## config.mk

```make
export PLATFORM = sky130hd
export DESIGN_NAME = msm_div
export DESIGN_NICKNAME = d
export VERILOG_FILES = /design/src/design/msm_div.sv
export SDC_FILE = /design/constraint.sdc
export NUM_CORES = 1
export LEC_CHECK = 0
export BUFFER_PORTS_ARGS = -buffer_cell sky130_fd_sc_hd__buf_2
export CAP_MARGIN = 20
export CORE_ASPECT_RATIO = 1.25
export CORE_MARGIN = 2
export CORE_UTILIZATION = 59
export DETAILED_ROUTE_END_ITERATION = 12
export MAX_ROUTING_LAYER = met4
export PLACE_DENSITY_LB_ADDON = 0.08
export SLEW_MARGIN = 20
export SYNTH_ARGS = -nofsm -noshare
export SYNTH_HDL_FRONTEND = slang
export SYNTH_SLANG_ARGS = --single-unit
export TNS_END_PERCENT = 20
```

## constraint.sdc

```tcl
create_clock -name clk -period 7.55 [get_ports clk]
set_clock_uncertainty 0.15 [all_clocks]
set_input_delay 1.51 -clock clk [delete_from_list [all_inputs] [get_ports clk]]
set_output_delay 1.51 -clock clk [all_outputs]
set_load 0.02 [all_outputs]
```

## src/design/msm_div.sv

```systemverilog
// Iterative restoring divider, two quotient bits per cycle.
// No package dependency; N must be even.
module msm_div #(
	parameter int N = 26,
	parameter int D = 10
) (
	input  logic         clk,
	input  logic         arst_n,
	input  logic         start,
	input  logic [N-1:0] dividend,
	input  logic [D-1:0] divisor,
	output logic         done,
	output logic [N-1:0] quotient
);

	localparam int STEPS = N / 2;
	localparam int CNT_W = (STEPS > 1) ? $clog2(STEPS) : 1;

	logic             run_q;
	logic             done_q;
	logic [CNT_W-1:0] cnt_q;
	logic [D-1:0]     rem_q;
	logic [D-1:0]     dsr_q;
	logic [N-1:0]     quo_q;
	logic [D-1:0]     rem_n;
	logic [N-1:0]     quo_n;
	logic [D:0]       trial;

	// The dividend shifts out at the top of quo_q while quotient bits enter
	// at the bottom.
	always_comb begin
		rem_n = rem_q;
		quo_n = quo_q;
		trial = '0;
		for (int i = 0; i < 2; i++) begin
			trial = {rem_n, quo_n[N-1]};
			quo_n = {quo_n[N-2:0], 1'b0};
			if (trial >= {1'b0, dsr_q}) begin
				rem_n    = D'(trial - {1'b0, dsr_q});
				quo_n[0] = 1'b1;
			end else begin
				rem_n = trial[D-1:0];
			end
		end
	end

	always_ff @(posedge clk or negedge arst_n) begin
		if (!arst_n) begin
			run_q  <= 1'b0;
			done_q <= 1'b0;
			cnt_q  <= '0;
		end else begin
			done_q <= run_q && (cnt_q == CNT_W'(STEPS - 1));
			if (start) begin
				run_q <= 1'b1;
				cnt_q <= '0;
			end else if (run_q) begin
				cnt_q <= cnt_q + 1'b1;
				if (cnt_q == CNT_W'(STEPS - 1)) begin
					run_q <= 1'b0;
				end
			end
		end
	end

	always_ff @(posedge clk) begin
		if (start) begin
			rem_q <= '0;
			quo_q <= dividend;
			dsr_q <= divisor;
		end else if (run_q) begin
			rem_q <= rem_n;
			quo_q <= quo_n;
		end
	end

	assign done     = done_q;
	assign quotient = quo_q;

endmodule

```

==> out/results.ini <==
[timing]
fmax_ghz = 0.221
finalSetupTns_ns = 0
finalSetupViolations = 0
hold_violations = 0
worst_pin_slew_ns = 0.898
grt_setup_unrepaired = no
setup_slack_ns = 3.03
finalMaxSlewViolations = 0
fin_crit_ns = 4.52
slew-limit-headroom = 0.401
timing.final.crit_share = 0.599

[cts]
post_cts_buffers = 0
cts_buffer_depth = 2
clkSinkCount = 52
path_clk_slew_ns = 0.09
root_buffer = clkbuf_8
cts_tree = done
clock_latency_ns = 0.30
htreeDepth = 2
cts_buffers = 5
cts_hold_buffers = 0
post_cts_resized = 0

[global_routing]
grt_pass1_vias = 2346
grt_max_degree = 45
overflow = 0
grt_pass1_wl_mm = 10.6
antenna_found_initial = 0
grtUsageTotal = 0.228

[synth]
synthCells = 278
synth_xor_area_frac = 0.0359
synth-simple-area-share = 0.0903
ys_warn_count = 0
ys_types = 56
yosys-mux-area-fraction = 0.150
synth_compound_area_frac = 0.131
synth_top_family_by_area = multiplexers
synth-seq-cells = 52
synthArstFlopShare = 0.115
synth_edf_count = 36
avgSynthCellArea_um2 = 11.4
seq_area_frac_synth = 0.451
synth_adder_area_share = 0.0993
synth-main-ff-cell = edfxtp_1
synth_fp_nets = 341
syn_area_um2 = 3170

[floorplan]
core-area_um2 = 5120
die_h_um = 86.0
ios = 66
row_count = 29
die_x_um = 69.6
floorplan.initialDensity = 0.620
dieArea_um2 = 5990

[layout]
final_cell_mix = 65 x buf_2, 36 x edfxtp_1, 33 x mux2_2
fin_cells = 405
final_nets = 405
area_delta_synth_final_pct = 14.1
layout-drive-gt1-share = 0.341
n_fill_cell = 393
layout_commonest_cell = buf_2
antenna_cells = 0

[placed_design]
gp_congestion = 0.925
place_ws_ns = 3.02
dp_hpwl_mm = 4.87
place_inst = 396
port_buffers = 65

[drt]
vias_per_cell = 5.80
antenna_left = 0
routed_wl_mm = 6.35
vias = 2347
drtIter0Drc = 57
wire_per_inst_um = 15.7
drc = 0
first_pass_iters = 4

[setup_path]
rr_worst_depth = 15
endpoint_kind = register
ff2ff_setup_slack_ns = 3.03
worstSetupPathType = register to register
crit_required_ns = 7.60
startpoint_type = register
critPathArrivalTime_ns = 4.57
cp_max_fo = 14

[power]
totalPowerFinal_uw = 1300
power_density_nw_per_um2 = 358
p_leak_uw = 0.00163
peakVddDrop_mv = 0.191

[status]
outcome = finished clean

[job]
cap_viol_max_count = 0

[hold_path]
hold_path.class = register to register
hold_depth = 2

## flip-flops by register name, summed over array words and instances (netlist names)
register	cells
quotient	26
cnt_q	4
rem_q	10
done	1
dsr_q	10
run_q	1
## per-stage QoR
step / cell area (um2) / hold slack (ns) / utilization
6_report: 3620 / 0.343 / 0.708
5_1_grt: 3620 / 0.371 / 0.708
4_1_cts: 3610 / 0.346 / 0.705
3_5_place_dp: 3520 / 0.332 / 0.689
3_3_place_gp: 3520 / 0.318 / 0.689
2_1_floorplan: 3170 / 0.299 / -
## cell usage after synthesis, types with 3 or more instances
cell      count  area, um2
a211oi_1      3       22.5
dfrtp_1       6        150
o21ai_0       8       40.0
ha_1         22        275
mux2i_1       9       90.1
dfxtp_1      10        200
edfxtp_1     36       1080
a21oi_1      10       50.1
nand2_1      15       56.3
nand3_1       6       30.0
xnor2_1       8       70.1
mux2_2       33        372
xor2_1        5       43.8
nor2_1       20       75.1
inv_1        22       82.6
o21a_1        4       30.0
clkbuf_1      5       18.8
## report_power, final
| part | leakage (uW) | internal (uW) | switching [uW] | total, uW |
|---|---|---|---|---|
| clock network | 0.0000453 | 63.2 | 88.6 | 152 |
| logic | 0.00105 | 344 | 410 | 754 |
| registers | 0.000534 | 360 | 30.3 | 391 |
| total | 0.00163 | 767 | 529 | 1300 |
## layout make-up
cell class / instances / area [um2] / area share
clock buffer: 5 / 68.8 / 0.0190
tap: 62 / 77.6 / 0.0214
sequential: 52 / 1430 / 0.395
inverter: 22 / 82.6 / 0.0228
timing repair buffer: 66 / 340 / 0.0940
clock inverter: 3 / 13.8 / 0.00380
multi-input combinational: 195 / 1610 / 0.444
## worst max-delay path, cell delays in order, from the launching register on
cell and delay (ns):
edfxtp_1 0.33, inv_1 0.06, ha_1 0.46, nand4_1 0.19, a211oi_1 0.28, a311o_1 0.19, o31a_1 0.44, mux2i_1 0.37
ha_1 0.36, a211o_1 0.31, a21oi_1 0.17, nand3_1 0.12, a21oi_1 0.18, o22ai_2 0.29, a32o_1 0.32, a31o_2 0.20
## cells by family after synthesis
logic type | after synthesis
flops | 52
mux | 43
xor+xnor | 13
fa+ha+maj | 24
simple gates | 60
buf+inv | 31
compound gates | 55
## worst paths after layout
kind	startpoint	to
max	dsr_q[4]	rem_q[9]
min	rem_q[3]	rem_q[3]
max reg2reg	dsr_q[4]	rem_q[9]
min reg2reg	rem_q[3]	rem_q[3]
max in group asynchronous	arst_n	cnt_q[1]
min in group asynchronous	arst_n	cnt_q[0]
## per-layer routing
layer / routed length [um] / global-route usage / up-vias / share of wire
met4: 199 / 0.102 / 0 / 0.031
met3: 284 / 0.0317 / 16 / 0.045
met2: 3150 / 0.388 / 75 / 0.50
met1: 2710 / 0.269 / 1102 / 0.43
li1: - / - / 1154 / -
met5: 0 / - / - / 0
Power figures use the tool's default switching activity.
